==> src/hdl/isc_pkg.sv <==
// ----------------------------------------------------------------------------
// isc_pkg
// Shared types, constants and the microcode program of the inactivity
// sleep and stopwatch controller.
// ----------------------------------------------------------------------------
package isc_pkg;

    localparam int ISC_WINDOW_DEPTH = 30;

    // Field widths
    localparam int X_W      = 13;
    localparam int CLK_W    = 6;
    localparam int EV_W     = 3;
    localparam int HOURS_W  = 5;
    localparam int ELAPSED_W = 16;
    localparam int S_TDATA_W = 32;
    localparam int M_TDATA_W = 24;
    localparam int PC_W     = 5;

    // Register reset values
    localparam logic signed [X_W-1:0] ISC_TILT_RESET = -13'sd800;
    localparam logic [X_W-1:0]        ISC_TOL_RESET  = 13'd50;
    localparam logic signed [X_W-1:0] ISC_WIN_INIT   = -13'sd100;

    // Register indexes (paddr[2])
    localparam logic REG_TILT = 1'b0;
    localparam logic REG_TOL  = 1'b1;

    // Input action codes
    localparam logic [1:0] ACT_TICK    = 2'd0;
    localparam logic [1:0] ACT_TAP     = 2'd1;
    localparam logic [1:0] ACT_BATCH   = 2'd2;
    localparam logic [1:0] ACT_REFRESH = 2'd3;

    // Result event codes
    localparam logic [EV_W-1:0] EV_IGNORED   = 3'd0;
    localparam logic [EV_W-1:0] EV_REFRESHED = 3'd1;
    localparam logic [EV_W-1:0] EV_SLEPT     = 3'd2;
    localparam logic [EV_W-1:0] EV_WOKE      = 3'd3;
    localparam logic [EV_W-1:0] EV_ARMED     = 3'd4;
    localparam logic [EV_W-1:0] EV_SW_ON     = 3'd5;
    localparam logic [EV_W-1:0] EV_SW_OFF    = 3'd6;
    localparam logic [EV_W-1:0] EV_NONE      = 3'd7;

    // Reciprocal split of the elapsed counter: q = (v * RECIP) >> SHIFT
    localparam logic [31:0] ISC_HOUR_RECIP   = 32'd37283;
    localparam int          ISC_HOUR_SHIFT   = 27;
    localparam logic [31:0] ISC_SEC_PER_HOUR = 32'd3600;
    localparam logic [31:0] ISC_MIN_RECIP    = 32'd4370;
    localparam int          ISC_MIN_SHIFT    = 18;
    localparam logic [31:0] ISC_SEC_PER_MIN  = 32'd60;

    typedef enum logic [4:0] {
        OP_NOP,
        OP_LATCH,
        OP_POST_IGN,
        OP_CLR_PEND,
        OP_WIN_WR,
        OP_SCAN_ISSUE,
        OP_SCAN_ACC,
        OP_POST_SLEPT,
        OP_MUL_H,
        OP_HOURS,
        OP_MUL_HM,
        OP_REM,
        OP_MUL_M,
        OP_MINUTES,
        OP_MUL_MS,
        OP_SECONDS,
        OP_POST_RUN,
        OP_POST_STOP,
        OP_OTHER
    } op_t;

    typedef enum logic [3:0] {
        J_NEXT,
        J_ALWAYS,
        J_WAIT,
        J_NOT_TICK,
        J_TICK_LIVE,
        J_SEC_NZ,
        J_SCAN_MORE,
        J_NOT_STILL,
        J_SW_OFF
    } cond_t;

    typedef struct packed {
        op_t             op;
        cond_t           cond;
        logic [PC_W-1:0] target;
    } uword_t;

    typedef struct packed {
        op_t  op;
        logic en;
    } ctrl_t;

    typedef struct packed {
        logic is_tick;
        logic tick_live;
        logic sec_nz;
        logic scan_more;
        logic still;
        logic sw_on;
        logic out_busy;
    } stat_t;

    // Program entry points
    localparam logic [PC_W-1:0] PC_IDLE  = 5'd0;
    localparam logic [PC_W-1:0] PC_LIVE  = 5'd4;
    localparam logic [PC_W-1:0] PC_SCAN  = 5'd7;
    localparam logic [PC_W-1:0] PC_TIME  = 5'd10;
    localparam logic [PC_W-1:0] PC_STOP  = 5'd19;
    localparam logic [PC_W-1:0] PC_OTHER = 5'd20;

    function automatic uword_t isc_ucode(input logic [PC_W-1:0] pc);
        uword_t w;
        case (pc)
            5'd0:    w = '{OP_LATCH,      J_WAIT,      PC_IDLE};
            5'd1:    w = '{OP_NOP,        J_NOT_TICK,  PC_OTHER};
            5'd2:    w = '{OP_NOP,        J_TICK_LIVE, PC_LIVE};
            5'd3:    w = '{OP_POST_IGN,   J_ALWAYS,    PC_IDLE};
            5'd4:    w = '{OP_CLR_PEND,   J_SEC_NZ,    PC_TIME};
            5'd5:    w = '{OP_WIN_WR,     J_NEXT,      PC_IDLE};
            5'd6:    w = '{OP_SCAN_ISSUE, J_NEXT,      PC_IDLE};
            5'd7:    w = '{OP_SCAN_ACC,   J_SCAN_MORE, PC_SCAN};
            5'd8:    w = '{OP_NOP,        J_NOT_STILL, PC_TIME};
            5'd9:    w = '{OP_POST_SLEPT, J_ALWAYS,    PC_IDLE};
            5'd10:   w = '{OP_MUL_H,      J_SW_OFF,    PC_STOP};
            5'd11:   w = '{OP_HOURS,      J_NEXT,      PC_IDLE};
            5'd12:   w = '{OP_MUL_HM,     J_NEXT,      PC_IDLE};
            5'd13:   w = '{OP_REM,        J_NEXT,      PC_IDLE};
            5'd14:   w = '{OP_MUL_M,      J_NEXT,      PC_IDLE};
            5'd15:   w = '{OP_MINUTES,    J_NEXT,      PC_IDLE};
            5'd16:   w = '{OP_MUL_MS,     J_NEXT,      PC_IDLE};
            5'd17:   w = '{OP_SECONDS,    J_NEXT,      PC_IDLE};
            5'd18:   w = '{OP_POST_RUN,   J_ALWAYS,    PC_IDLE};
            5'd19:   w = '{OP_POST_STOP,  J_ALWAYS,    PC_IDLE};
            5'd20:   w = '{OP_OTHER,      J_ALWAYS,    PC_IDLE};
            default: w = '{OP_NOP,        J_ALWAYS,    PC_IDLE};
        endcase
        return w;
    endfunction

    function automatic logic isc_is_post(input op_t op);
        logic p;
        p = (op == OP_POST_IGN) || (op == OP_POST_SLEPT) || (op == OP_POST_RUN) ||
            (op == OP_POST_STOP) || (op == OP_OTHER);
        return p;
    endfunction

endpackage

==> src/hdl/isc_ram.sv <==
// ----------------------------------------------------------------------------
// isc_ram
// Generic single write port, single read port RAM with registered read.
// ----------------------------------------------------------------------------
module isc_ram #(
    parameter int WIDTH = 13,
    parameter int DEPTH = 30
) (
    input  logic                     clk,
    input  logic                     we,
    input  logic [$clog2(DEPTH)-1:0] waddr,
    input  logic [WIDTH-1:0]         wdata,
    input  logic [$clog2(DEPTH)-1:0] raddr,
    output logic [WIDTH-1:0]         rdata
);

    logic [WIDTH-1:0] mem [DEPTH];

    always_ff @(posedge clk)
    begin
        if (we)
        begin
            mem[waddr] <= wdata;
        end
        rdata <= mem[raddr];
    end

endmodule

==> src/hdl/isc_seq.sv <==
// ----------------------------------------------------------------------------
// isc_seq
// Microcode sequencer: step counter, program table and jump logic.
// ----------------------------------------------------------------------------
module isc_seq (
    input  logic           clk,
    input  logic           rst_n,
    input  logic           s_tvalid,
    output logic           s_tready,
    input  isc_pkg::stat_t stat,
    output isc_pkg::ctrl_t ctrl
);
    import isc_pkg::*;

    logic [PC_W-1:0] pc_reg;
    logic [PC_W-1:0] pc_next;
    uword_t          uw;
    logic            in_fire;
    logic            stall;
    logic            take;

    assign uw       = isc_ucode(pc_reg);
    assign s_tready = (uw.op == OP_LATCH);
    assign in_fire  = s_tvalid && s_tready;
    // a result step waits while the output register still holds an untaken result
    assign stall    = isc_is_post(uw.op) && stat.out_busy;

    always_comb
    begin
        case (uw.cond)
            J_NEXT:      take = 1'b0;
            J_ALWAYS:    take = 1'b1;
            J_WAIT:      take = !in_fire;
            J_NOT_TICK:  take = !stat.is_tick;
            J_TICK_LIVE: take = stat.tick_live;
            J_SEC_NZ:    take = stat.sec_nz;
            J_SCAN_MORE: take = stat.scan_more;
            J_NOT_STILL: take = !stat.still;
            J_SW_OFF:    take = !stat.sw_on;
            default:     take = 1'b0;
        endcase

        if (stall)
        begin
            pc_next = pc_reg;
        end
        else if (take)
        begin
            pc_next = uw.target;
        end
        else
        begin
            pc_next = pc_reg + 1'b1;
        end

        ctrl.op = uw.op;
        ctrl.en = (uw.op == OP_LATCH) ? in_fire : !stall;
    end

    always_ff @(posedge clk or negedge rst_n)
    begin
        if (!rst_n)
        begin
            pc_reg <= PC_IDLE;
        end
        else
        begin
            pc_reg <= pc_next;
        end
    end

endmodule

==> src/hdl/isc_dp.sv <==
// ----------------------------------------------------------------------------
// isc_dp
// Datapath: mode flags, motion window with serial min/max scan, elapsed
// counter split by reciprocal multiply, and the output register.
// ----------------------------------------------------------------------------
module isc_dp #(
    parameter int WINDOW_DEPTH = isc_pkg::ISC_WINDOW_DEPTH
) (
    input  logic                                  clk,
    input  logic                                  rst_n,
    input  isc_pkg::ctrl_t                        ctrl,
    output isc_pkg::stat_t                        stat,
    input  logic [isc_pkg::S_TDATA_W-1:0]         s_tdata,
    input  logic [1:0]                            s_tuser,
    output logic                                  m_tvalid,
    input  logic                                  m_tready,
    output logic [isc_pkg::M_TDATA_W-1:0]         m_tdata,
    output logic [isc_pkg::EV_W-1:0]              m_tuser,
    input  logic signed [isc_pkg::X_W-1:0]        tilt,
    input  logic [isc_pkg::X_W-1:0]               tol
);
    import isc_pkg::*;

    localparam int AW = $clog2(WINDOW_DEPTH);
    localparam int PW = $clog2(WINDOW_DEPTH + 1);

    // latched item
    logic [1:0]              action_reg, action_next;
    logic signed [X_W-1:0]   x_reg, x_next;
    logic [CLK_W-1:0]        sec_reg, sec_next;
    logic [CLK_W-1:0]        minute_reg, minute_next;

    // control state
    logic                    sleep_reg, sleep_next;
    logic                    sw_reg, sw_next;
    logic                    pend_reg, pend_next;
    logic                    armed_reg, armed_next;
    logic [ELAPSED_W-1:0]    elapsed_reg, elapsed_next;
    logic [PW-1:0]           pos_reg, pos_next;
    logic [WINDOW_DEPTH-1:0] valid_reg, valid_next;
    logic [PW-1:0]           scan_idx_reg, scan_idx_next;
    logic                    first_reg, first_next;
    logic                    out_valid_reg, out_valid_next;

    // working registers
    logic signed [X_W-1:0]   lo_reg, lo_next;
    logic signed [X_W-1:0]   hi_reg, hi_next;
    logic [31:0]             prod_reg, prod_next;
    logic [HOURS_W-1:0]      hours_reg, hours_next;
    logic [11:0]             rem_reg, rem_next;
    logic [CLK_W-1:0]        mins_reg, mins_next;
    logic [CLK_W-1:0]        secs_reg, secs_next;

    // result register
    logic [EV_W-1:0]         ev_reg, ev_next;
    logic                    run_reg, run_next;
    logic [HOURS_W-1:0]      oh_reg, oh_next;
    logic [CLK_W-1:0]        om_reg, om_next;
    logic [CLK_W-1:0]        os_reg, os_next;
    logic                    wx_reg, wx_next;

    // window RAM
    logic                    ram_we;
    logic [AW-1:0]           waddr;
    logic [AW-1:0]           raddr;
    logic [X_W-1:0]          ram_rdata;
    logic [AW-1:0]           rd_addr_q;
    logic                    vld_q;
    logic signed [X_W-1:0]   win_val;
    logic [X_W:0]            spread;
    logic                    scan_more;
    logic                    wx_now;

    assign waddr     = (pos_reg >= PW'(WINDOW_DEPTH)) ? '0 : pos_reg[AW-1:0];
    assign ram_we    = ctrl.en && (ctrl.op == OP_WIN_WR);
    assign raddr     = (ctrl.op == OP_SCAN_ISSUE) ? '0 : scan_idx_reg[AW-1:0];
    assign scan_more = (scan_idx_reg < PW'(WINDOW_DEPTH));
    assign wx_now    = (minute_reg == '0) && (sec_reg == '0);

    isc_ram #(
        .WIDTH (X_W),
        .DEPTH (WINDOW_DEPTH)
    ) u_win_ram (
        .clk   (clk),
        .we    (ram_we),
        .waddr (waddr),
        .wdata (x_reg),
        .raddr (raddr),
        .rdata (ram_rdata)
    );

    // never-written entries read as their reset value
    always_comb
    begin
        if (vld_q)
        begin
            win_val = $signed(ram_rdata);
        end
        else if (rd_addr_q == AW'(1))
        begin
            win_val = ISC_WIN_INIT;
        end
        else
        begin
            win_val = '0;
        end
    end

    assign spread = {hi_reg[X_W-1], hi_reg} - {lo_reg[X_W-1], lo_reg};

    assign stat.is_tick   = (action_reg == ACT_TICK);
    assign stat.tick_live = !(sleep_reg || (!pend_reg && !sw_reg && (sec_reg != '0)));
    assign stat.sec_nz    = (sec_reg != '0);
    assign stat.scan_more = scan_more;
    assign stat.still     = (spread < {1'b0, tol});
    assign stat.sw_on     = sw_reg;
    assign stat.out_busy  = out_valid_reg && !m_tready;

    always_comb
    begin
        action_next    = action_reg;
        x_next         = x_reg;
        sec_next       = sec_reg;
        minute_next    = minute_reg;
        sleep_next     = sleep_reg;
        sw_next        = sw_reg;
        pend_next      = pend_reg;
        armed_next     = armed_reg;
        elapsed_next   = elapsed_reg;
        pos_next       = pos_reg;
        valid_next     = valid_reg;
        scan_idx_next  = scan_idx_reg;
        first_next     = first_reg;
        lo_next        = lo_reg;
        hi_next        = hi_reg;
        prod_next      = prod_reg;
        hours_next     = hours_reg;
        rem_next       = rem_reg;
        mins_next      = mins_reg;
        secs_next      = secs_reg;
        ev_next        = ev_reg;
        run_next       = run_reg;
        oh_next        = oh_reg;
        om_next        = om_reg;
        os_next        = os_reg;
        wx_next        = wx_reg;
        out_valid_next = out_valid_reg && !m_tready;

        if (ctrl.en)
        begin
            case (ctrl.op)
                OP_LATCH:
                begin
                    action_next = s_tuser;
                    x_next      = $signed(s_tdata[X_W-1:0]);
                    sec_next    = s_tdata[X_W +: CLK_W];
                    minute_next = s_tdata[X_W+CLK_W +: CLK_W];
                end
                OP_POST_IGN:
                begin
                    out_valid_next = 1'b1;
                    ev_next  = EV_IGNORED;
                    run_next = sw_reg;
                    oh_next  = '0;
                    om_next  = '0;
                    os_next  = '0;
                    wx_next  = 1'b0;
                end
                OP_CLR_PEND:
                begin
                    pend_next = 1'b0;
                end
                OP_WIN_WR:
                begin
                    pos_next          = PW'(waddr) + 1'b1;
                    valid_next[waddr] = 1'b1;
                end
                OP_SCAN_ISSUE:
                begin
                    scan_idx_next = PW'(1);
                    first_next    = 1'b1;
                end
                OP_SCAN_ACC:
                begin
                    if (first_reg)
                    begin
                        lo_next    = win_val;
                        hi_next    = win_val;
                        first_next = 1'b0;
                    end
                    else
                    begin
                        if (win_val < lo_reg)
                        begin
                            lo_next = win_val;
                        end
                        if (win_val > hi_reg)
                        begin
                            hi_next = win_val;
                        end
                    end
                    if (scan_more)
                    begin
                        scan_idx_next = scan_idx_reg + 1'b1;
                    end
                end
                OP_POST_SLEPT:
                begin
                    sleep_next     = 1'b1;
                    out_valid_next = 1'b1;
                    ev_next  = EV_SLEPT;
                    run_next = sw_reg;
                    oh_next  = '0;
                    om_next  = '0;
                    os_next  = '0;
                    wx_next  = 1'b0;
                end
                OP_MUL_H:
                begin
                    prod_next = {16'd0, elapsed_reg} * ISC_HOUR_RECIP;
                end
                OP_HOURS:
                begin
                    hours_next = prod_reg[ISC_HOUR_SHIFT +: HOURS_W];
                end
                OP_MUL_HM:
                begin
                    prod_next = {27'd0, hours_reg} * ISC_SEC_PER_HOUR;
                end
                OP_REM:
                begin
                    rem_next = 12'(elapsed_reg - prod_reg[15:0]);
                end
                OP_MUL_M:
                begin
                    prod_next = {20'd0, rem_reg} * ISC_MIN_RECIP;
                end
                OP_MINUTES:
                begin
                    mins_next = prod_reg[ISC_MIN_SHIFT +: CLK_W];
                end
                OP_MUL_MS:
                begin
                    prod_next = {26'd0, mins_reg} * ISC_SEC_PER_MIN;
                end
                OP_SECONDS:
                begin
                    secs_next = 6'(rem_reg - prod_reg[11:0]);
                end
                OP_POST_RUN:
                begin
                    elapsed_next   = elapsed_reg + 1'b1;
                    out_valid_next = 1'b1;
                    ev_next  = EV_REFRESHED;
                    run_next = sw_reg;
                    oh_next  = hours_reg;
                    om_next  = mins_reg;
                    os_next  = secs_reg;
                    wx_next  = wx_now;
                end
                OP_POST_STOP:
                begin
                    elapsed_next   = '0;
                    out_valid_next = 1'b1;
                    ev_next  = EV_REFRESHED;
                    run_next = sw_reg;
                    oh_next  = '0;
                    om_next  = '0;
                    os_next  = '0;
                    wx_next  = wx_now;
                end
                OP_OTHER:
                begin
                    ev_next = EV_NONE;
                    case (action_reg)
                        ACT_TAP:
                        begin
                            if (sleep_reg)
                            begin
                                sleep_next = 1'b0;
                                pend_next  = 1'b1;
                                ev_next    = EV_WOKE;
                            end
                            else
                            begin
                                armed_next = 1'b1;
                                ev_next    = EV_ARMED;
                            end
                        end
                        ACT_BATCH:
                        begin
                            if (armed_reg)
                            begin
                                armed_next = 1'b0;
                                if (x_reg < tilt)
                                begin
                                    if (sw_reg)
                                    begin
                                        sw_next   = 1'b0;
                                        pend_next = 1'b1;
                                        ev_next   = EV_SW_OFF;
                                    end
                                    else
                                    begin
                                        sw_next = 1'b1;
                                        ev_next = EV_SW_ON;
                                    end
                                end
                            end
                        end
                        default:
                        begin
                            pend_next = 1'b1;
                        end
                    endcase
                    out_valid_next = 1'b1;
                    run_next = sw_next;
                    oh_next  = '0;
                    om_next  = '0;
                    os_next  = '0;
                    wx_next  = 1'b0;
                end
                default:
                begin
                end
            endcase
        end
    end

    always_ff @(posedge clk or negedge rst_n)
    begin
        if (!rst_n)
        begin
            sleep_reg     <= 1'b0;
            sw_reg        <= 1'b0;
            pend_reg      <= 1'b1;
            armed_reg     <= 1'b0;
            elapsed_reg   <= '0;
            pos_reg       <= '0;
            valid_reg     <= '0;
            scan_idx_reg  <= '0;
            first_reg     <= 1'b0;
            out_valid_reg <= 1'b0;
        end
        else
        begin
            sleep_reg     <= sleep_next;
            sw_reg        <= sw_next;
            pend_reg      <= pend_next;
            armed_reg     <= armed_next;
            elapsed_reg   <= elapsed_next;
            pos_reg       <= pos_next;
            valid_reg     <= valid_next;
            scan_idx_reg  <= scan_idx_next;
            first_reg     <= first_next;
            out_valid_reg <= out_valid_next;
        end
    end

    always_ff @(posedge clk)
    begin
        action_reg <= action_next;
        x_reg      <= x_next;
        sec_reg    <= sec_next;
        minute_reg <= minute_next;
        lo_reg     <= lo_next;
        hi_reg     <= hi_next;
        prod_reg   <= prod_next;
        hours_reg  <= hours_next;
        rem_reg    <= rem_next;
        mins_reg   <= mins_next;
        secs_reg   <= secs_next;
        ev_reg     <= ev_next;
        run_reg    <= run_next;
        oh_reg     <= oh_next;
        om_reg     <= om_next;
        os_reg     <= os_next;
        wx_reg     <= wx_next;
        rd_addr_q  <= raddr;
        vld_q      <= valid_reg[raddr];
    end

    assign m_tvalid = out_valid_reg;
    assign m_tuser  = ev_reg;
    assign m_tdata  = {5'd0, wx_reg, os_reg, om_reg, oh_reg, run_reg};

endmodule

==> src/hdl/inactivity_sleep_and_stopwatch_ctrl_core.sv <==
// ----------------------------------------------------------------------------
// inactivity_sleep_and_stopwatch_ctrl_core
// Wearable motion controller: inactivity sleep, tap wake, tilt-toggled
// stopwatch, run by a microcoded sequencer over a plain datapath.
// ----------------------------------------------------------------------------
// Tap, batch and refresh items: the idle step latches the item and the tick test jumps to the
// result step; no new item is taken before the result is posted. An ignored tick fails the live
// test; a tick off the minute runs the hours/minutes/seconds split (or the stop result when the
// stopwatch is off). Minute ticks add a serial min/max scan through the RAM's single read port.
// Reset: control state clears at once; the window reads its reset contents through
// per-entry valid bits, so there is no clearing pass.
module inactivity_sleep_and_stopwatch_ctrl_core #(
    parameter int WINDOW_DEPTH = isc_pkg::ISC_WINDOW_DEPTH
) (
    input  logic                          clk,
    input  logic                          rst_n,
    // s_tdata: accel_x[12:0], second_of_minute[18:13], minute_of_hour[24:19]
    input  logic                          s_tvalid,
    output logic                          s_tready,
    input  logic [isc_pkg::S_TDATA_W-1:0] s_tdata,
    // s_tuser: action[1:0]
    input  logic [1:0]                    s_tuser,
    // m_tdata: stopwatch_running[0], stopwatch_hours[5:1], stopwatch_minutes[11:6],
    //          stopwatch_seconds[17:12], weather_request[18]
    output logic                          m_tvalid,
    input  logic                          m_tready,
    output logic [isc_pkg::M_TDATA_W-1:0] m_tdata,
    // m_tuser: event_res[2:0]
    output logic [isc_pkg::EV_W-1:0]      m_tuser,
    input  logic                          psel,
    input  logic                          penable,
    input  logic                          pwrite,
    input  logic [2:0]                    paddr,
    input  logic [31:0]                   pwdata,
    output logic [31:0]                   prdata,
    output logic                          pready
);
    import isc_pkg::*;

    logic signed [X_W-1:0] tilt_reg;
    logic [X_W-1:0]        tol_reg;
    logic                  cfg_wr;
    ctrl_t                 ctrl;
    stat_t                 stat;

    assign pready = 1'b1;
    assign cfg_wr = psel && penable && pwrite && pready;

    always_ff @(posedge clk or negedge rst_n)
    begin
        if (!rst_n)
        begin
            tilt_reg <= ISC_TILT_RESET;
            tol_reg  <= ISC_TOL_RESET;
        end
        else if (cfg_wr)
        begin
            case (paddr[2])
                REG_TILT: tilt_reg <= $signed(pwdata[X_W-1:0]);
                REG_TOL:  tol_reg  <= pwdata[X_W-1:0];
                default:
                begin
                end
            endcase
        end
    end

    always_comb
    begin
        case (paddr[2])
            REG_TILT: prdata = {{(32-X_W){tilt_reg[X_W-1]}}, tilt_reg};
            REG_TOL:  prdata = {{(32-X_W){1'b0}}, tol_reg};
            default:  prdata = '0;
        endcase
    end

    isc_seq u_seq (
        .clk      (clk),
        .rst_n    (rst_n),
        .s_tvalid (s_tvalid),
        .s_tready (s_tready),
        .stat     (stat),
        .ctrl     (ctrl)
    );

    isc_dp #(
        .WINDOW_DEPTH (WINDOW_DEPTH)
    ) u_dp (
        .clk      (clk),
        .rst_n    (rst_n),
        .ctrl     (ctrl),
        .stat     (stat),
        .s_tdata  (s_tdata),
        .s_tuser  (s_tuser),
        .m_tvalid (m_tvalid),
        .m_tready (m_tready),
        .m_tdata  (m_tdata),
        .m_tuser  (m_tuser),
        .tilt     (tilt_reg),
        .tol      (tol_reg)
    );

    // one item at a time: the sequencer leaves its idle step after a transfer
    a_one_item: assert property (@(posedge clk) disable iff (!rst_n)
        s_tvalid && s_tready |=> !s_tready)
        else $error("input accepted while an item is in progress");

    // reciprocal split of the counter stays in range
    a_hms_range: assert property (@(posedge clk) disable iff (!rst_n)
        m_tvalid |-> (m_tdata[5:1] <= 5'd18) && (m_tdata[11:6] < 6'd60) &&
                     (m_tdata[17:12] < 6'd60))
        else $error("stopwatch split out of range");

    // only refreshed ticks carry time and weather fields
    a_zero_fields: assert property (@(posedge clk) disable iff (!rst_n)
        m_tvalid && (m_tuser != EV_REFRESHED) |-> (m_tdata[18:1] == '0))
        else $error("time fields set on a non-refresh result");

endmodule

==> config.mk <==
export PLATFORM = sky130hd
export DESIGN_NAME = inactivity_sleep_and_stopwatch_ctrl_core
export DESIGN_NICKNAME = d
export VERILOG_FILES = /design/src/hdl/isc_pkg.sv /design/src/hdl/isc_ram.sv /design/src/hdl/isc_seq.sv /design/src/hdl/isc_dp.sv /design/src/hdl/inactivity_sleep_and_stopwatch_ctrl_core.sv
export SDC_FILE = /design/constraint.sdc
export NUM_CORES = 1
export LEC_CHECK = 0
export BUFFER_PORTS_ARGS = -buffer_cell sky130_fd_sc_hd__buf_4
export CAP_MARGIN = 20
export CORE_ASPECT_RATIO = 0.9
export CORE_UTILIZATION = 30
export CTS_CLUSTER_SIZE = 25
export DETAILED_ROUTE_END_ITERATION = 16
export PLACE_DENSITY = 0.45
export SLEW_MARGIN = 40
export SYNTH_ARGS = -nofsm -noshare
export SYNTH_HDL_FRONTEND = slang
export SYNTH_HIERARCHICAL = 1
export SYNTH_SLANG_ARGS = --single-unit
==> constraint.sdc <==
create_clock -name clk -period 11.3 [get_ports clk]
set_clock_uncertainty 0.15 [all_clocks]
set_input_delay 1.695 -clock clk [delete_from_list [all_inputs] [get_ports clk]]
set_output_delay 1.695 -clock clk [all_outputs]
set_load 0.005 [all_outputs]
**Yosys cells after proc, flatten, opt, wreduce, memory -nomap -nowiden**

Memories as Yosys holds them, arrays and structs flattened. A register that Yosys moved wholly into a read port is not among the register bits.
Index checks and enable logic that the tools add are counted.

- Bits in registers: 235
- Bits in writable memories: 390
- Bits in read-only memories: 448
- Bits of input ports: 76
- Output and inout bits: 62
- Word-level logic and storage cells: 208
- Memories: 2

- $add $sub $neg: 7
- $mul: 4
- Order comparisons: 9
- Equality and inequality tests: 36
- Multiplexer cells: 50
- Bitwise gates (word level): 2
- Reduce and logical (&&, ||, !) cells: 66

Memories:

| memory | words | width | rd ports | clocked after memory_dff | wr ports | line | text |
|---|---|---|---|---|---|---|---|
| (no name shown) | 32 | 14 | 1 | 0 | 0 | isc_pkg.sv:118 | `case (pc)` |
| u_dp.u_win_ram.mem | 30 | 13 | 1 | 1 | 1 | isc_ram.sv:17 | `logic [WIDTH-1:0] mem [DEPTH];` |

Operators by type and width:

| kind | count |
|---|---|
| $pmux 32 s4 | 1 |
| $mux 13 | 6 |
| $pmux 32 s2 | 1 |
| $eq 5x4->1 const B | 8 |
| $mul 16x16->32 const B | 1 |
| $pmux 16 s2 | 1 |
| $reduce_and 2->1 | 16 |
| $or 30x30->30 | 1 |
| $lt 13x13->1 | 2 |
| $mul 12x12->24 const B | 1 |
| $pmux 6 s2 | 2 |
| $eq 5x3->1 const B | 4 |
| $mux 5 | 4 |
| $pmux 5 s2 | 2 |
| $reduce_bool 2->1 | 10 |
| $mux 1 | 17 |
| $add 16x1->16 const B | 1 |
| $eq 4x3->1 const B | 4 |
| $add 5x1->5 const B | 3 |
| $eq 5x5->1 const B | 3 |
| $lt 14x13->1 | 1 |
| $pmux 1 s2 | 7 |
| $sub 13x13->14 | 1 |
| $gt 13x13->1 | 1 |
| 40 further kinds | 76 |

**Depth between registers and ports, before layout**

Gate-level depths: netlist of run 1.
An unclocked memory read counts as a cell.

- Depth after elaboration: 12
- Depth in mapped cells: 23
- Gate-level depth less buffers: 23

**Cells and area by module**

Netlist of run 1, hierarchy kept.

By module, submodules not included:

| module | times used | cells an instance | area an instance (µm²) | seq. area each (µm²) |
|---|---|---|---|---|
| isc_dp | 1 | 1,606 | 16,544.6 | 5,486.5 |
| isc_ram | 1 | 763 | 15,521.1 | 11,971.5 |
| inactivity_sleep_and_stopwatch_ctrl_core | 1 | 92 | 1,362.6 | 661.9 |
| isc_seq | 1 | 128 | 967.2 | 125.1 |

**Least setup slack after synthesis of run 1**

OpenSTA, ideal clock, no wires.

- Path type: in2reg
- Start: in m_tready
- End: reg u_dp.action_reg[0] (enable)
- Library setup time: 0.445 ns
- Arrival time: 5.020 ns
- Data required time: 10.705 ns
- Slack: 5.685 ns
- Stages on the path: 9
- Buffers on the path: 1
- Path through: nor2b_1 nand2_1 inv_1 a31oi_1 clkbuf_1 a21boi_0 nor2b_1 nand2_1 nor3_1

RTL lines:

| item | line | text |
|---|---|---|
| start: declaration | inactivity_sleep_and_stopwatch_ctrl_core.sv:26 | `input logic m_tready,` |
| end signal: assignment | isc_dp.sv:362 | `action_reg <= action_next;` |
| end: declaration | isc_dp.sv:28 | `logic [1:0] action_reg, action_next;` |

==> results of run 1 <==
## Yosys cell counts (all sizes together), types with 18 or more instances
master	number
nor2b	42
dfrtp	83
and2	34
mux4	71
dfxtp	19
clkbuf	33
o21a	19
nand4	21
nand2b	32
nand3	37
nor2	119
xnor2	39
edfxtp	517
o21bai	40
nor3	35
mux2	58
a211oi	26
inv	245
buf	78
fa	73
a21o	42
o22ai	33
ha	317
mux2i	56
a31oi	18
xor2	21
a21oi	85
o21ai	92
nand2	133
## kinds of logic (layout without fill, tap and decap cells)
group	after synthesis	count (layout)	synth area share, %
xor+xnor	60	60	1.53
other cells	2	7	0.0218
simple gates	536	536	8.17
fa+ha+maj	390	390	15.8
mux	185	185	8.41
flops	629	629	53.0
buf+inv	356	543	4.73
compound gates	431	431	8.32
## per-stage QoR
step	setup slack, ns	util, %	area, sq um
4_1_cts	5.07	34.6	39300
6_report	5.10	34.6	39300
2_1_floorplan	5.69	-	34400
3_3_place_gp	5.09	32.4	36800
3_5_place_dp	5.09	32.5	36900
5_1_grt	4.79	34.6	39300
## final cells by class
cell class	count	share of cell area, %
flip-flops and latches	629	46.4
multi-input cells	1608	37.2
clock buffers	107	5.37
well taps	1487	4.73
repair buffers	158	3.07
inverters	245	2.34
clock inverters	33	0.821
diodes	1	0.00637
## critical path: cells and delay by family, from the launching register on
kind	cells	cell delay, ns
and+or+nand+nor	4	1.65
DFF	1	0.62
buffers and inverters	2	0.77
muxes	1	0.18
AOI/OAI and AO/OA	6	2.15
adders and majority gates	1	0.35
## report_power, final
group | internal (mW) | switching [mW] | total [mW]
Combinational | 1.59 | 2.46 | 4.04
Clock | 1.36 | 0.995 | 2.36
Sequential | 3.13 | 0.220 | 3.35
Total | 6.08 | 3.67 | 9.75
## layer usage
layer	track usage, %	up-vias	share of wire [%]
met5	0	-	0.015
met4	4.02	2	2.0
met3	3.61	102	5.5
met2	24.8	456	46
met1	20.6	10600	47
li1	-	9794	-
## path summary, 6_finish.rpt
kind / startpoint / cells past startpoint / slack [ns] / to
min in group asynchronous: rst_n / 1 / 0.78 / tol_reg[12]
min reg2reg: u_dp/prod_reg[31] / 0 / 0.26 / u_dp/hours_reg[4]
max in group asynchronous: rst_n / 2 / 9.12 / u_dp/elapsed_reg[10]
max reg2reg: u_seq/pc_reg[1] / 14 / 5.10 / u_dp/u_win_ram/rdata[12]
max: u_seq/pc_reg[1] / 14 / 5.10 / u_dp/u_win_ram/rdata[12]
min: u_dp/prod_reg[31] / 0 / 0.26 / u_dp/hours_reg[4]
==> impl_metrics.csv, run 1 <==
group,metric,value,unit
outcome,status,"finished clean",
final_layout,area.growth.synth_to_final,14.3,%
critical_path,startpoint_type,"flop",
final_layout,nets,3184,
yosys,synth-async-reset-ratio,14.8,%
min_path,worstHoldPathType,"flop to flop",
critical_path,path_cells,"inv_1 -> ha_1 -> nor2b_1 -> o31ai_1 -> a31oi_1 -> a31o_2 -> or3_1 -> and2_4 -> buf_12 -> mux2i_1 -> nand2_1 -> o21ai_1 -> a211oi_1 -> a221o_1",
placed_design,dp.cells,4127,
final_layout,nFillCells,11000,
global_route,grt_pass1_wl,134000,um
critical_path,slowest_stage,"a211oi_1",
yosys,yosysTopAreaCellShare,45.1,%
global_route,antenna_found_initial,2,
sta,hold_ws,0.264,ns
routing,routed_wl,88300,um
sta,fmax,161,MHz
cts,cts_hold_buf,0,
power,ir_drop,0.000192,V
yosys,postSynthCellCount,2589,
job,drv_cap,0,
global_route,grt_max_degree,99,
final_layout,final_common_cell,"edfxtp_1",
placed_design,gp_congestion,0.817,
cts,cts-root-buf,"clkbuf_16",
routing,via_count,21000,
global_route,grt_pass1_vias,21800,
final_layout,stdcell_count,4268,
die,die_area,116000,sq um
routing,first_pass_iters,5,
routing,drt_iter0_drc,1542,
yosys,yosysUniqueCellTypes,98,
routing,wl_per_cell,20.7,um
power,power_leakage,15.9,nW
cts,htreeDepth,3,
sta,fin_crit_sh,54.8,%
final_layout,final_cell_mix,"517 x edfxtp_1, 317 x ha_1, 245 x inv_1",
sta,worstMarginPinSlew,0.834,ns
placed_design,hpwl,60200,um
routing,drt-vias-per-instance,4.91,
die,initial_utilization,30.3,%
final_layout,drive_gt1_share,16.3,%
yosys,synth_edf_count,517,
cts,clk_pin_slew,0.06,ns
sta,report.final.hold_viol_count,0,
critical_path,worstPathArrival,6.62,ns
critical_path,path_class,"flop to flop",
yosys,ys_warn_count,6,
yosys,synth_flop_cell,"edfxtp_1",
global_route,grt_use_total,15.4,%
cts,ctsResizeCount,0,
die,ioPinCount,138,
final_layout,regArea,18200,sq um
final_layout,largest_reg_flops,390,
power,p_per_area,248,nW/um^2
critical_path,crit_path_max_incr_delay,0.73,ns
sta,slew_headroom,44.4,%
die,num_rows,117,
die,die-height,323,um
sta,setup_violations,0,
cts,cts.sinks,629,
yosys,synth.area.top_cells,"edfxtp_1 45%, ha_1 12%, dfrtp_1 6.0%",
cts,cts_buffers,76,
critical_path,path_max_fanout,98,
yosys,synth_seq_area_share,53.0,%
global_route,overflow,0,
critical_path,crit_required,11.72,ns
yosys,synth_top_cell_by_area,"edfxtp_1",
critical_path,endpoint_kind,"flop",
yosys,ys_seq_elements,629,
yosys,syn-cell-area,34400,sq um
yosys,postSynthAreaPerCell,13.3,sq um
cts,post-cts-setup-buffers,0,
routing,route.detailed.drc,0,
placed_design,numPortBuffers,103,
sta,fin_crit,6.20,ns
routing,antenna_left,0,
power,power,9.75,mW
die,core_area,113000,sq um
cts,ctsLongestPathBuffers,3,
cts,tritoncts,"yes",
cts,worstSkewPairLatency,0.65,ns
sta,grt_setup_unrepaired,"false",
final_layout,multiInputGateArea,14600,sq um
die,die-width,359,um
sta,finalMaxSlewViolations,0,
sta,fin_tns_setup,0,ns
No activity file was read; power rests on OpenSTA's default activity.
==> run 2, diff against run 1 <==
Clock period 11.3 ns to 6.1 ns, I/O delays scaled along.
==> run 2 against run 1 <==
Against the previous run: flip-flop and latch count stayed put; sequential share of layout area fell by 0.26 points; die area unchanged; largest power group unchanged; setup slack worse by 4.6 ns; critical path type unchanged.
==> impl_metrics.csv, run 2 (synthesized netlist as in run 1, its figures left out) <==
group,metric,value,unit
global_route,grt_max_degree,62,
global_route,gr-usage-met2,25.5,%
outcome,status,"finished clean",
die,core_area,113000,sq um
sta,grt_setup_unrepaired,"false",
placed_design,hpwl,63500,um
cts,cts.sinks,629,
final_layout,drive_gt1_share,17.0,%
routing,via_count,21100,
power,ir_drop,0.000269,V
power,p_per_area,460,nW/um^2
sta,fmax,179,MHz
global_route,use_met1,21.8,%
power,comb_power_share,41.7,%
min_path,worstHoldPathType,"input pin to asynchronous set/reset pin",
sta,hold_ws,0.0948,ns
sta,report.final.hold_viol_count,0,
final_layout,final_cell_mix,"517 x edfxtp_1, 317 x ha_1, 245 x inv_1",
global_route,grt_pass1_vias,21900,
critical_path,path_max_fanout,10,
global_route,overflow,0,
placed_design,gp_congestion,0.837,
global_route,antenna_found_initial,4,
placed_design,numPortBuffers,103,
sta,fin_crit_sh,91.5,%
cts,cts_buffers,74,
sta,slew_headroom,38.7,%
die,die_area,116000,sq um
cts,ctsResizeCount,0,
critical_path,crit_required,6.34,ns
global_route,grtUsageMet3,2.14,%
global_route,grt_pass1_wl,137000,um
die,die-height,323,um
critical_path,startpoint_type,"flop",
power,switching_share,37.6,%
power,switchingPower,6.84,mW
critical_path,endpoint_kind,"flop",
cts,cts-root-buf,"clkbuf_16",
global_route,busiest_layer,"met2",
power,power_leakage,16.1,nW
routing,wl_per_cell,20.8,um
cts,ctsLongestPathBuffers,3,
cts,cts_hold_buf,0,
final_layout,nets,3226,
routing,first_pass_iters,5,
critical_path,path_class,"flop to flop",
sta,fin_crit,5.58,ns
routing,drt_iter0_drc,1529,
power,intPower,11.3,mW
cts,tritoncts,"yes",
die,ioPinCount,138,
global_route,grt_use_total,15.6,%
die,die-width,359,um
routing,routed_wl,89700,um
cts,clk_pin_slew,0.05,ns
sta,finalMaxSlewViolations,0,
final_layout,area.growth.synth_to_final,14.9,%
sta,worstMarginPinSlew,0.897,ns
final_layout,multiInputGateArea,14600,sq um
sta,fin_tns_setup,0,ns
final_layout,nFillCells,10900,
power,power_frac_seq,34.7,%
critical_path,worstPathArrival,5.82,ns
cts,post-cts-setup-buffers,0,
routing,antenna_left,0,
final_layout,final_common_cell,"edfxtp_1",
cts,htreeDepth,3,
sta,setup_violations,0,
die,num_rows,117,
power,p_clk_share,23.7,%
routing,route.detailed.drc,0,
final_layout,largest_reg_flops,390,
die,initial_utilization,30.3,%
final_layout,fin_util,34.8,%
job,drv_cap,0,
final_layout,regArea,18200,sq um
cts,worstSkewPairLatency,0.66,ns
routing,drt-vias-per-instance,4.90,
## run 2: cell types whose count changed in the layout (fill, tap and decap cells not counted), moves of 2 or more
cell,change
a2111oi_0,+2
buf_4,+43
clkbuf_8,-3
nor2_1,+10
nor2_4,-7
a2111oi_1,-2
inv_16,+2
clkinv_8,-3
nor2_2,-3
buf_12,+2
clkbuf_16,-3
## run 2: final timing paths
check / from / end / slack, ns / depth (start not counted)
setup / recovery: u_dp/elapsed_reg[5] / u_dp/prod_reg[30] / 0.52 / 19
hold / removal: rst_n / u_dp/m_tvalid / 0.09 / 1
setup reg to reg: u_dp/elapsed_reg[5] / u_dp/prod_reg[30] / 0.52 / 19
hold reg to reg: u_dp/prod_reg[18] / u_dp/mins_reg[0] / 0.28 / 0
max in group asynchronous: rst_n / u_dp/elapsed_reg[9] / 4.76 / 2
min in group clk: u_dp/prod_reg[18] / u_dp/mins_reg[0] / 0.28 / 0
## run 2: layer usage
metal | vias to the layer above | part of all wire (%)
li1 | 9888 | -
met1 | 10700 | 47
met2 | 431 | 46
met3 | 94 | 4.0
met4 | 0 | 2.1
met5 | - | 0
## run 2: power groups by stage
stage	Combinational [mW]	Clock (mW)	Sequential [mW]
finish	7.57	4.30	6.30
floorplan	5.22	0	6.25
CTS	7.69	4.43	6.32
detailed placement	7.64	0	6.40
global placement	7.54	0	6.38
global route	8.47	4.61	6.37
## run 2: worst max-delay path: stages, from the launching register on
cell     delay (ns)
dfrtp_1        0.67
ha_1           0.36
and2_1         0.19
fa_1           0.53
inv_1          0.05
fa_1           0.47
inv_1          0.05
fa_1           0.52
inv_1          0.05
fa_1           0.53
inv_1          0.05
ha_1           0.33
nand3_1        0.16
nor3_1         0.16
o21ai_0        0.18
a21o_1         0.23
or2_4          0.25
nor3_2         0.20
o21a_1         0.15
nor3_2         0.04
## run 2: final cells by class
class	instances	share of cell area (%)
clock inverter	35	0.956
tap	1487	4.71
clock buffer	100	5.04
sequential	629	46.2
antenna	2	0.0127
inverter	245	2.33
timing repair buffer	202	3.94
multi-input combinational	1608	36.9
## run 2: stage by stage
stage               std cells  area [sq um]  power [mW]  worst slack (ns)
floorplan                2593         34400        11.5             0.679
global placement         4171         37100        13.9             0.573
detailed placement       4171         37100        14.0             0.526
CTS                      4306         39500        18.4             0.495
global route             4306         39500        19.4             0.178
finish                   4308         39500        18.2             0.521
==> run 3, diff against run 2 <==
Settings changed: CTS_BUF_LIST set to sky130_fd_sc_hd__clkbuf_8, CTS_CLUSTER_DIAMETER set to 80.
Clock period 6.1 ns to 5.7 ns, I/O delays scaled along.
==> run 3 against run 2 <==
Against the previous run: clock power shrank 43%; critical path depth did not move; register-to-register slack got worse by 0.22 ns; highest routed layer unchanged; clock-buffer cell count fell by 61; critical endpoint unchanged.
==> impl_metrics.csv, run 3 (synthesized netlist as in run 1, its figures left out) <==
group,metric,value,unit
critical_path,startpoint_type,"flop",
final_layout,nets,3199,
final_layout,fin_util,33.6,%
critical_path,cp-startpoint,"u_dp/elapsed_reg[5]",
sta,fin_crit,5.40,ns
power,ir_drop,0.000195,V
min_path,min-delay-start,"s_tdata[12]",
final_layout,multiInputGateArea,14600,sq um
critical_path,r2r_slack,0.30,ns
sta,fmax,185,MHz
sta,report.final.hold_viol_count,0,
cts,worstSkewPairLatency,0.74,ns
placed_design,hpwl,63700,um
sta,fin_tns_setup,0,ns
die,die-height,323,um
critical_path,crit_path_max_incr_delay,0.53,ns
critical_path,slowest_stage,"fa_1",
global_route,grt_use_total,15.2,%
placed_design,numPortBuffers,103,
die,initial_utilization,30.3,%
routing,drt_iter0_drc,1297,
final_layout,area.growth.synth_to_final,10.8,%
critical_path,path_class,"flop to flop",
global_route,grt_pass1_wl,134000,um
routing,via_count,20800,
routing,drt-vias-per-instance,4.90,
routing,wl_per_cell,20.8,um
sta,setup_violations,0,
routing,first_pass_iters,5,
die,core_area,113000,sq um
critical_path,path_max_fanout,7,
power,power_leakage,15.5,nW
critical_path,cp_top_family,"adder cells",
global_route,antenna_found_initial,5,
die,die_area,116000,sq um
routing,routed_wl,88200,um
global_route,grt_pass1_vias,21600,
outcome,status,"finished clean",
die,die-width,359,um
global_route,overflow,0,
global_route,grt_max_degree,58,
placed_design,gp_congestion,0.818,
final_layout,regArea,18200,sq um
cts,cts-root-buf,"clkbuf_8",
min_path,worstHoldPathType,"input pin to flop",
sta,finalMaxSlewViolations,0,
routing,antenna_left,0,
critical_path,critPathBufInv,4,
critical_path,worstPathArrival,5.70,ns
sta,fin_crit_sh,94.7,%
critical_path,endpoint_kind,"flop",
critical_path,regToRegStartpoint,"u_dp/elapsed_reg[5]",
cts,clk_pin_slew,0.13,ns
sta,grt_setup_unrepaired,"false",
final_layout,nFillCells,11100,
job,drv_cap,0,
die,num_rows,117,
final_layout,drive_gt1_share,16.3,%
final_layout,largest_reg_flops,390,
die,ioPinCount,138,
cts,ctsLongestPathBuffers,3,
sta,worstMarginPinSlew,0.736,ns
critical_path,crit_required,6.00,ns
final_layout,final_common_cell,"edfxtp_1",
final_layout,final_cell_mix,"517 x edfxtp_1, 317 x ha_1, 249 x inv_1",
power,p_per_area,454,nW/um^2
sta,slew_headroom,50.9,%
cts,htreeDepth,2,
routing,route.detailed.drc,0,
cts,tritoncts,"yes",
cts,cts.sinks,629,
cts,cts_buffers,39,
critical_path,path_cells,"ha_1 -> and2_1 -> fa_1 -> inv_1 -> fa_1 -> inv_1 -> fa_1 -> inv_1 -> fa_1 -> inv_1 -> ha_1 -> nand3_1 -> nor3_1 -> o21ai_0 -> a21o_1 -> or2_4 -> nor3_2 -> o21a_1 -> nor3_2",
-- run 3: final timing paths --
kind / to / cells after the start
min: u_dp/x_reg[12] / 1
max: u_dp/prod_reg[30] / 19
max in group asynchronous: u_dp/elapsed_reg[15] / 3
max reg2reg: u_dp/prod_reg[30] / 19
min in group asynchronous: tol_reg[10] / 2
min reg2reg: u_dp/mins_reg[1] / 0
-- run 3: final cells by class --
class | instances | share of cell area [%]
Clock buffer | 39 | 1.41
Multi-Input combinational cell | 1608 | 38.2
Timing Repair Buffer | 210 | 4.25
Sequential cell | 629 | 47.9
Clock inverter | 29 | 0.926
Antenna cell | 3 | 0.0197
Inverter | 245 | 2.41
Tap cell | 1487 | 4.88
-- run 3: power by group --
group | total [mW] | switching [mW] | internal (mW) | leakage (nW)
Combinational | 8.20 | 4.88 | 3.32 | 9.02
Sequential | 6.63 | 0.448 | 6.19 | 5.99
Clock | 2.47 | 1.63 | 0.833 | 0.460
Total | 17.3 | 6.96 | 10.3 | 15.5
-- run 3: layer usage --
metal  wire length (um)  track usage, %  vias to the layer above  part of all wire (%)
met5                  0               0                        -                     0
met4               1320            2.79                        0                   1.5
met3               3600            2.15                       66                   4.1
met2              41500            25.6                      355                    47
met1              41800            21.0                    10600                    47
li1                   -               -                     9779                     -
-- run 3: metrics by stage --
step	cell area, sq um	total power, mW	setup WS [ns]	hold WS (ns)	std cells
6_report	38100	17.3	0.302	0.167	4250
5_1_grt	38100	18.6	0.00351	0.115	4249
4_1_cts	38100	17.5	0.268	0.0908	4247
3_5_place_dp	37200	15.0	0.291	0.263	4178
3_3_place_gp	37200	14.9	0.321	0.271	4178
2_1_floorplan	34400	12.3	0.279	0.250	2593
-- run 3: timing repair --
item | 4_1_cts | 5_1_grt
endpoints found under the setup margin | 0 | 3
hold endpoints to repair | 26 | 0
setup buffers | 0 | 0
resized for setup | 0 | 3
hold buffers | 1 | 0
